**config.mk**
```make
export PLATFORM = sky130hd
export DESIGN_NAME = url_percent_decoder_core
export DESIGN_NICKNAME = d
export VERILOG_FILES = /design/src/hdl/urlpd_pkg.sv /design/src/hdl/url_percent_decoder_core.sv /design/src/hdl/urlpd_step.sv
export SDC_FILE = /design/constraint.sdc
export NUM_CORES = 1
export LEC_CHECK = 0
export BUFFER_PORTS_ARGS = -buffer_cell sky130_fd_sc_hd__clkbuf_2
export CORE_MARGIN = 2
export CORE_UTILIZATION = 55
export DETAILED_ROUTE_END_ITERATION = 6
export PLACE_DENSITY = 0.78
export SYNTH_ARGS = -nofsm -noshare
export SYNTH_HDL_FRONTEND = slang
export SYNTH_HIERARCHICAL = 1
export SYNTH_SLANG_ARGS = --single-unit
```
**constraint.sdc**
```tcl
create_clock -name clk_i -period 8.3 [get_ports clk_i]
set_clock_uncertainty 0.15 [all_clocks]
set_input_delay 0.83 -clock clk_i [delete_from_list [all_inputs] [get_ports clk_i]]
set_output_delay 0.83 -clock clk_i [all_outputs]
set_load 0.03 [all_outputs]
```
**src/hdl/urlpd_pkg.sv**
```systemverilog
// Types, constants and helper functions of the URL percent decoder.
// No dependencies; imported by the decode step, the top level and the checker.
`default_nettype none

package urlpd_pkg;

  // Register widths and reset values
  localparam int unsigned MaxInW  = 14;
  localparam int unsigned MaxOutW = 13;
  localparam logic [MaxInW-1:0]  MAX_IN_RESET  = 14'd12288;
  localparam logic [MaxOutW-1:0] MAX_OUT_RESET = 13'd4096;
  localparam logic [MaxInW-1:0]  IN_CNT_MAX    = 14'd16383;
  localparam logic [MaxOutW-1:0] OUT_CNT_MAX   = 13'd8191;

  // Register indexes on the configuration port
  localparam int unsigned CfgIdxW = 2;
  localparam logic [CfgIdxW-1:0] CFG_MAX_IN  = 2'd0;
  localparam logic [CfgIdxW-1:0] CFG_MAX_OUT = 2'd1;

  // Character codes
  localparam logic [7:0] CHR_PLUS    = 8'h2b;
  localparam logic [7:0] CHR_PERCENT = 8'h25;
  localparam logic [7:0] CHR_SPACE   = 8'h20;
  localparam logic [7:0] CHR_DEL     = 8'h7f;

  // Escape tracking: outside, awaiting high digit, awaiting low digit
  typedef enum logic [2:0] {
    PH_IDLE = 3'b001,
    PH_HIGH = 3'b010,
    PH_LOW  = 3'b100
  } phase_e;

  // Per-string decoding state
  typedef struct packed {
    phase_e             phase;
    logic [3:0]         nibble;
    logic [MaxInW-1:0]  in_cnt;
    logic [MaxOutW-1:0] out_cnt;
    logic               failed;
  } str_t;

  localparam str_t STR_RESET = '{
    phase:   PH_IDLE,
    nibble:  4'd0,
    in_cnt:  '0,
    out_cnt: '0,
    failed:  1'b0
  };

  // One result word
  typedef struct packed {
    logic [7:0] out_byte;
    logic       out_valid;
    logic       error;
    logic       done;
  } res_t;

  // Hex digit decode: bit 4 set when the character is a valid digit
  function automatic logic [4:0] hex_decode(input logic [7:0] c);
    logic [4:0] r;
    r = 5'd0;
    if (c inside {[8'h30:8'h39]}) begin
      r = {1'b1, c[3:0]};
    end else if (c inside {[8'h61:8'h66], [8'h41:8'h46]}) begin
      r = {1'b1, c[3:0] + 4'd9};
    end
    return r;
  endfunction

  // Control characters and DEL are rejected
  function automatic logic is_forbidden(input logic [7:0] b);
    return (b < CHR_SPACE) || (b == CHR_DEL);
  endfunction

endpackage

`default_nettype wire

```
**src/hdl/url_percent_decoder_core.sv**
```systemverilog
// URL form decoder, top level: input register, decode step, output register and skid.
// Depends on urlpd_pkg and urlpd_step.
`default_nettype none
//
// Usage
//   Input channel: in_valid_i / in_stall_o carry one encoded byte (in_byte_i)
//   and its end-of-string flag (last_i); a word is taken on an edge with
//   in_valid_i high and in_stall_o low.
//   Result channel: res_valid_o / res_stall_i carry exactly one result word
//   per input word: out_byte_o, out_valid_o, error_o and done_res_o.
//   Result path: a taken word is held in the input register, then the decode
//   step writes its result into the output register and res_valid_o rises; a
//   full skid register holds the word in the input register until it drains.
//   Throughput: one word per cycle while no stall holds the result channel;
//   the decode step is a single short update of the string state between the
//   input and output registers. Stall: when res_stall_i holds a result, one
//   more result parks in the skid register; in_stall_o rises once the skid is
//   full and a further word waits in the input register. After the stall clears
//   the skid drains first, and the pipeline moves again once it is empty.
//   Reset: clears all pipeline valids and the string state, and loads the
//   limits with 12288 input and 4096 output bytes.
//   Configuration: cfg_we_i writes cfg_data_i to the register at cfg_idx_i; the
//   user must write only while the block is idle, which the block does not enforce.
//
module url_percent_decoder_core
  import urlpd_pkg::*;
(
  input  logic               clk_i,
  input  logic               rst_ni,
  // configuration
  input  logic               cfg_we_i,
  input  logic [CfgIdxW-1:0] cfg_idx_i,
  input  logic [MaxInW-1:0]  cfg_data_i,
  // input channel
  input  logic               in_valid_i,
  output logic               in_stall_o,
  input  logic [7:0]         in_byte_i,
  input  logic               last_i,
  // result channel
  output logic               res_valid_o,
  input  logic               res_stall_i,
  output logic [7:0]         out_byte_o,
  output logic               out_valid_o,
  output logic               error_o,
  output logic               done_res_o
);

  logic [MaxInW-1:0]  max_in_q;
  logic [MaxOutW-1:0] max_out_q;

  logic       s1_valid_q;
  logic [7:0] s1_byte_q;
  logic       s1_last_q;

  str_t st_q;
  str_t st_d;
  res_t res_d;

  logic o_valid_q;
  res_t o_res_q;
  logic sk_valid_q;
  res_t sk_res_q;

  logic in_take;
  logic s1_go;
  logic res_take;
  logic o_free;

  assign res_take = o_valid_q && !res_stall_i;
  assign s1_go    = s1_valid_q && !sk_valid_q;
  assign o_free   = !o_valid_q || res_take;
  assign in_stall_o = s1_valid_q && sk_valid_q;
  assign in_take  = in_valid_i && !in_stall_o;

  // Configuration registers
  always_ff @(posedge clk_i or negedge rst_ni) begin
    if (!rst_ni) begin
      max_in_q  <= MAX_IN_RESET;
      max_out_q <= MAX_OUT_RESET;
    end else if (cfg_we_i) begin
      if (cfg_idx_i == CFG_MAX_IN) begin
        max_in_q <= cfg_data_i;
      end else if (cfg_idx_i == CFG_MAX_OUT) begin
        max_out_q <= cfg_data_i[MaxOutW-1:0];
      end
    end
  end

  // Input register: valid
  always_ff @(posedge clk_i or negedge rst_ni) begin
    if (!rst_ni) begin
      s1_valid_q <= 1'b0;
    end else if (in_take) begin
      s1_valid_q <= 1'b1;
    end else if (s1_go) begin
      s1_valid_q <= 1'b0;
    end
  end

  // Input register: payload
  always_ff @(posedge clk_i) begin
    if (in_take) begin
      s1_byte_q <= in_byte_i;
      s1_last_q <= last_i;
    end
  end

  urlpd_step u_step (
    .st_i      (st_q),
    .in_byte_i (s1_byte_q),
    .last_i    (s1_last_q),
    .max_in_i  (max_in_q),
    .max_out_i (max_out_q),
    .st_o      (st_d),
    .res_o     (res_d)
  );

  // String state advances with each decoded word
  always_ff @(posedge clk_i or negedge rst_ni) begin
    if (!rst_ni) begin
      st_q <= STR_RESET;
    end else if (s1_go) begin
      st_q <= st_d;
    end
  end

  // Output and skid valids
  always_ff @(posedge clk_i or negedge rst_ni) begin
    if (!rst_ni) begin
      o_valid_q  <= 1'b0;
      sk_valid_q <= 1'b0;
    end else begin
      if (sk_valid_q) begin
        if (res_take) begin
          sk_valid_q <= 1'b0;
        end
      end else if (s1_go) begin
        if (o_free) begin
          o_valid_q <= 1'b1;
        end else begin
          sk_valid_q <= 1'b1;
        end
      end else if (res_take) begin
        o_valid_q <= 1'b0;
      end
    end
  end

  // Output and skid payload
  always_ff @(posedge clk_i) begin
    if (sk_valid_q) begin
      if (res_take) begin
        o_res_q <= sk_res_q;
      end
    end else if (s1_go) begin
      if (o_free) begin
        o_res_q <= res_d;
      end else begin
        sk_res_q <= res_d;
      end
    end
  end

  assign res_valid_o = o_valid_q;
  assign out_byte_o  = o_res_q.out_byte;
  assign out_valid_o = o_res_q.out_valid;
  assign error_o     = o_res_q.error;
  assign done_res_o  = o_res_q.done;

endmodule

`default_nettype wire

```
**src/hdl/urlpd_step.sv**
```systemverilog
// Combinational decode step: one encoded byte against the string state.
// Depends on urlpd_pkg for the state and result types and helpers.
`default_nettype none

module urlpd_step
  import urlpd_pkg::*;
(
  input  str_t               st_i,
  input  logic [7:0]         in_byte_i,
  input  logic               last_i,
  input  logic [MaxInW-1:0]  max_in_i,
  input  logic [MaxOutW-1:0] max_out_i,
  output str_t               st_o,
  output res_t               res_o
);

  logic [4:0] hex;
  logic       fail;
  logic       emit;
  logic [7:0] value;
  str_t       nxt;

  assign hex = hex_decode(in_byte_i);

  // Next state and result for this byte
  always_comb begin
    nxt   = st_i;
    fail  = st_i.failed;
    emit  = 1'b0;
    value = 8'd0;
    if (!st_i.failed) begin
      if (st_i.in_cnt >= max_in_i) begin
        fail = 1'b1;
      end else begin
        if (st_i.in_cnt != IN_CNT_MAX) begin
          nxt.in_cnt = st_i.in_cnt + 14'd1;
        end
        case (st_i.phase)
          PH_HIGH: begin
            if (!hex[4]) begin
              fail = 1'b1;
            end else begin
              nxt.nibble = hex[3:0];
              nxt.phase  = PH_LOW;
            end
          end
          PH_LOW: begin
            nxt.phase = PH_IDLE;
            if (!hex[4]) begin
              fail = 1'b1;
            end else begin
              value = {st_i.nibble, hex[3:0]};
              if (is_forbidden(value)) begin
                fail = 1'b1;
              end else begin
                emit = 1'b1;
              end
            end
          end
          default: begin
            nxt.phase = PH_IDLE;
            if (in_byte_i == CHR_PLUS) begin
              value = CHR_SPACE;
              emit  = 1'b1;
            end else if (in_byte_i == CHR_PERCENT) begin
              nxt.phase = PH_HIGH;
            end else if (is_forbidden(in_byte_i)) begin
              fail = 1'b1;
            end else begin
              value = in_byte_i;
              emit  = 1'b1;
            end
          end
        endcase
        // Output limit check
        if (emit) begin
          if (st_i.out_cnt >= max_out_i) begin
            fail = 1'b1;
            emit = 1'b0;
          end else if (st_i.out_cnt != OUT_CNT_MAX) begin
            nxt.out_cnt = st_i.out_cnt + 13'd1;
          end
        end
      end
      // String ending inside an escape
      if (last_i && !fail && (nxt.phase != PH_IDLE)) begin
        fail = 1'b1;
      end
    end
    nxt.failed = fail;
    if (last_i) begin
      nxt = STR_RESET;
    end
  end

  assign st_o            = nxt;
  assign res_o.out_byte  = emit ? value : 8'd0;
  assign res_o.out_valid = emit;
  assign res_o.error     = fail;
  assign res_o.done      = last_i;

endmodule

`default_nettype wire

```
==> impl_metrics.env <==
export IMPL_die_width_um=107
export IMPL_clk_pin_slew_ns=0.10
export IMPL_syn_mean_instance_area_um2=10.7
export IMPL_drt_pre_antenna_iters=5
export IMPL_postCtsSetupRepairBufs=0
export IMPL_async_reset_ff_share_pct=67.7
export IMPL_post_route_period_util_pct=50.7
export IMPL_die_height_um=107
export IMPL_ys_ff_latch=96
export IMPL_netlist_area_leader_share_pct=26.3
export IMPL_timing_critical_path_buf_inv=1
export IMPL_num_nets_final=639
export IMPL_status="finished, final reports clean"
export IMPL_maxSlewHeadroom_pct=32.2
export IMPL_htreeDepth=3
export IMPL_rd_place_congestion=0.922
export IMPL_cellLeakagePower_nw=2.70
export IMPL_overall_routing_resource_usage_pct=22.3
export IMPL_synth_area_top_cells="sky130_fd_sc_hd__dfrtp_1 (26%), sky130_fd_sc_hd__edfxtp_1 (16%), sky130_fd_sc_hd__mux2_2 (14%)"
export IMPL_grt_use_met2_pct=37.6
export IMPL_synth_area_mux_share_pct=15.6
export IMPL_setup_ws_ns=4.09
export IMPL_groute_layer_met1_usage_pct=28.6
export IMPL_layout_cell_share_with_drive_strength_beyond_1_pct=25.3
export IMPL_fp_coreArea_um2=10300
export IMPL_post_synthesis_instance_area_um2=5810
export IMPL_cpLargestDelayFamily="simple AND/OR/NAND/NOR gates"
export IMPL_critical_path_max_stage_delay_ns=0.93
export IMPL_synthToLayoutAreaGrowth_pct=7.63
export IMPL_drt_iter0_drc=337
export IMPL_worstPathCellList="inv_1, ha_1, nand4_1, nor4_1, a211oi_1, nand4b_1, or3_1, a41oi_1, mux2_2, mux2_2"
export IMPL_timing_critical_path_to_type="register"
export IMPL_fin_tns_setup_ns=0
export IMPL_io_buffers=42
export IMPL_design_die_area_um2=11400
export IMPL_ys_flop_type="sky130_fd_sc_hd__dfrtp_1"
export IMPL_clock_tree_buffer_depth=2
export IMPL_most_common_library_cell_in_the_layout_ignoring_fill_and_taps="sky130_fd_sc_hd__mux2_2"
export IMPL_drc_errors=0
export IMPL_worstPathRequired_ns=8.42
export IMPL_synth_compound_gate_area_share_pct=9.48
export IMPL_detailed_route_via_count=4269
export IMPL_finalWirelength_mm=11.8
export IMPL_grt_util_met3_pct=5.65
export IMPL_worst_slew_pin_slew_ns=1.02
export IMPL_timing_hold_violations_final=0
export IMPL_number_of_inserted_diodes=0
export IMPL_first_pass_grt_wire_length_mm=20.0
export IMPL_synth_yosys_seq_area_share_pct=44.1
export IMPL_antenna_violating_nets_post_route=0
export IMPL_clkLatencyLatePin_ns=0.38
export IMPL_setup_worst_path_class="reg2reg"
export IMPL_grt_max_degree=66
export IMPL_cellPowerDensity_nw_per_um2=239
export IMPL_crit_path_max_fanout=29
export IMPL_grt_setup_unrepaired="no"
export IMPL_detail_route_vias_per_cell=5.95
export IMPL_max_cap_viol_count=0
export IMPL_startpoint_type="register"
export IMPL_dp_hpwl_mm=8.61
export IMPL_synth_warning_count=6
export IMPL_cp_slowest_cell="sky130_fd_sc_hd__or3_1"
export IMPL_row_count=37
export IMPL_synth_edff_count=31
export IMPL_post_synth_inst_count=543
export IMPL_clock_tree_from_tritoncts="built"
export IMPL_clock_sink_count=96
export IMPL_layout_min_cycle_time_ns=4.21
export IMPL_cts_root_buf="sky130_fd_sc_hd__clkbuf_8"
export IMPL_slew_violations=0
export IMPL_wire_per_inst_um=16.5
export IMPL_finalSetupViolations=0
export IMPL_post_cts_resize_count=0
export IMPL_max_freq_mhz=238
export IMPL_biggest_area_consumer_among_synthesized_cells="sky130_fd_sc_hd__dfrtp_1"
export IMPL_main_combinational_cell_family_by_area_after_synthesis="simple AND/OR/NAND/NOR gates"
export IMPL_dp_slack_ns=4.14
export IMPL_first_global_vias=4153
export IMPL_synth_xor_area_share_pct=2.26
export IMPL_floorplan_initialDensity_pct=56.5
export IMPL_vdd_ir_drop_max_uv=208
export IMPL_synth_simple_gate_area_share_pct=16.1
export IMPL_top_usage_layer="met2"
export IMPL_layout_common_cells="sky130_fd_sc_hd__mux2_2 (74), sky130_fd_sc_hd__dfrtp_1 (61), sky130_fd_sc_hd__nor2_1 (44), sky130_fd_sc_hd__clkbuf_2 (42), sky130_fd_sc_hd__inv_1 (40)"
export IMPL_cts_hold_buffers=0
export IMPL_hold_path_class="reg2reg"
export IMPL_antenna_found_initial=0
export IMPL_cp_data_arrival_time_ns=4.33
export IMPL_fin_worst_hold_slack_ns=0.368
export IMPL_synth_fa_ha_area_share_pct=7.11
export IMPL_globalRouteOverflowTotal=0
export IMPL_timing_critical_path_mode_cell="sky130_fd_sc_hd__mux2_2"
export IMPL_syn_num_nets=606
export IMPL_synth_distinct_cells=60
export IMPL_io_pins=43
export IMPL_tritoncts_num_buffers=9
-- final timing paths --
path / start / to / slack [ns] / depth (start not counted)
worst max-delay path: max_in_q[13]$_DFFE_PN1P_ / st_q[1]$_DFFE_PN0P_ / 4.09 / 10
min in group asynchronous: rst_ni / st_q[13]$_DFFE_PN0P_ / 0.47 / 2
worst min register to register: max_in_q[5]$_DFFE_PN0P_ / max_in_q[5]$_DFFE_PN0P_ / 0.37 / 1
worst max register to register: max_in_q[13]$_DFFE_PN1P_ / st_q[1]$_DFFE_PN0P_ / 4.09 / 10
worst min-delay path: max_in_q[5]$_DFFE_PN0P_ / max_in_q[5]$_DFFE_PN0P_ / 0.37 / 1
max in group asynchronous: rst_ni / st_q[21]$_DFFE_PN0P_ / 6.97 / 2
-- report_power, final --
part	internal, W	switching (W)	leakage, nW
clock network	0.000135	0.000160	0.0966
registers	0.000612	0.0000800	1.12
logic	0.000205	0.000304	1.48
-- logic make-up after synthesis --
logic type               after synthesis
AND/OR/NAND/NOR                      170
flip-flops                            96
AO/OA/AOI/OAI                         84
multiplexers                          81
buffers and inverters                 64
adder cells (fa/ha/maj)               33
XOR/XNOR                              15
-- layout make-up --
cell class / count / area [µm²]
flip-flops and latches: 96 / 2560
clock inverters: 3 / 22.5
fillers: 871 / 4030
repair buffers: 46 / 240
multi-input cells: 383 / 2940
inverters: 40 / 150
well taps: 136 / 170
clock buffers: 13 / 169
-- through the flow --
stage	std cells	instance area, µm²	util, %	power, W
2_1_floorplan	543	5810	-	0.00111
3_3_place_gp	701	6060	59.0	0.00119
3_5_place_dp	701	6060	59.0	0.00121
4_1_cts	717	6250	60.8	0.00151
5_1_grt	717	6250	60.8	0.00159
6_report	717	6250	60.8	0.00150
-- sequential cells by signal, indices dropped and copies added, names as in the netlist, 8 cells and up --
register,flops
sk_res_q,11
s1_byte_q,8
out_byte_o,8
max_out_q,13
max_in_q,14
st_q,35
-- layer usage --
layer,vias to the layer above,wire (µm)
li1,2039,-
met1,2068,4980
met2,143,6000
met3,19,667
met4,0,171
met5,-,0
-- worst reg2reg max path, delay by kind of cell, from the launching register on --
| kind | cells | cell delay [ns] |
|---|---|---|
| multiplexers | 2 | 0.63 |
| adder cells (fa/ha/maj) | 1 | 0.31 |
| buffers and inverters | 1 | 0.04 |
| flip-flops | 1 | 0.54 |
| AO/OA/AOI/OAI | 2 | 0.65 |
| AND/OR/NAND/NOR | 4 | 1.78 |
-- cell usage after synthesis (2+ instances only) --
cell                         n
sky130_fd_sc_hd__o22ai_1     2
sky130_fd_sc_hd__buf_4       5
sky130_fd_sc_hd__inv_1      40
sky130_fd_sc_hd__nor3_1      8
sky130_fd_sc_hd__nor2b_1     4
sky130_fd_sc_hd__o31ai_1     6
sky130_fd_sc_hd__buf_6       6
sky130_fd_sc_hd__nand4_1     9
sky130_fd_sc_hd__o21bai_1    3
sky130_fd_sc_hd__edfxtp_1   31
sky130_fd_sc_hd__o211ai_1    3
sky130_fd_sc_hd__a21o_1      3
sky130_fd_sc_hd__nor2_1     44
sky130_fd_sc_hd__ha_1       33
sky130_fd_sc_hd__or2_2       2
sky130_fd_sc_hd__o32ai_1     2
sky130_fd_sc_hd__mux2_2     74
sky130_fd_sc_hd__a41oi_1     2
sky130_fd_sc_hd__nor4_1      8
sky130_fd_sc_hd__or3_1       7
sky130_fd_sc_hd__dfrtp_1    61
sky130_fd_sc_hd__or4_1       5
sky130_fd_sc_hd__nand4bb_1   2
sky130_fd_sc_hd__o21ai_0    15
sky130_fd_sc_hd__nand4b_1    6
sky130_fd_sc_hd__clkbuf_1    9
sky130_fd_sc_hd__a21oi_1    28
sky130_fd_sc_hd__mux2i_1     6
sky130_fd_sc_hd__nand2_1    28
sky130_fd_sc_hd__dfstp_2     4
sky130_fd_sc_hd__xor2_1      4
sky130_fd_sc_hd__nor3b_1     5
sky130_fd_sc_hd__a211oi_1    4
sky130_fd_sc_hd__and2_1      4
sky130_fd_sc_hd__a22oi_1     7
sky130_fd_sc_hd__buf_2       4
sky130_fd_sc_hd__nand3_1    16
sky130_fd_sc_hd__a211o_1     2
sky130_fd_sc_hd__xnor2_1    11
sky130_fd_sc_hd__nand2b_1    6
sky130_fd_sc_hd__nor4b_1     2
sky130_fd_sc_hd__and3_1      4
(Power assumes the default switching activity.)
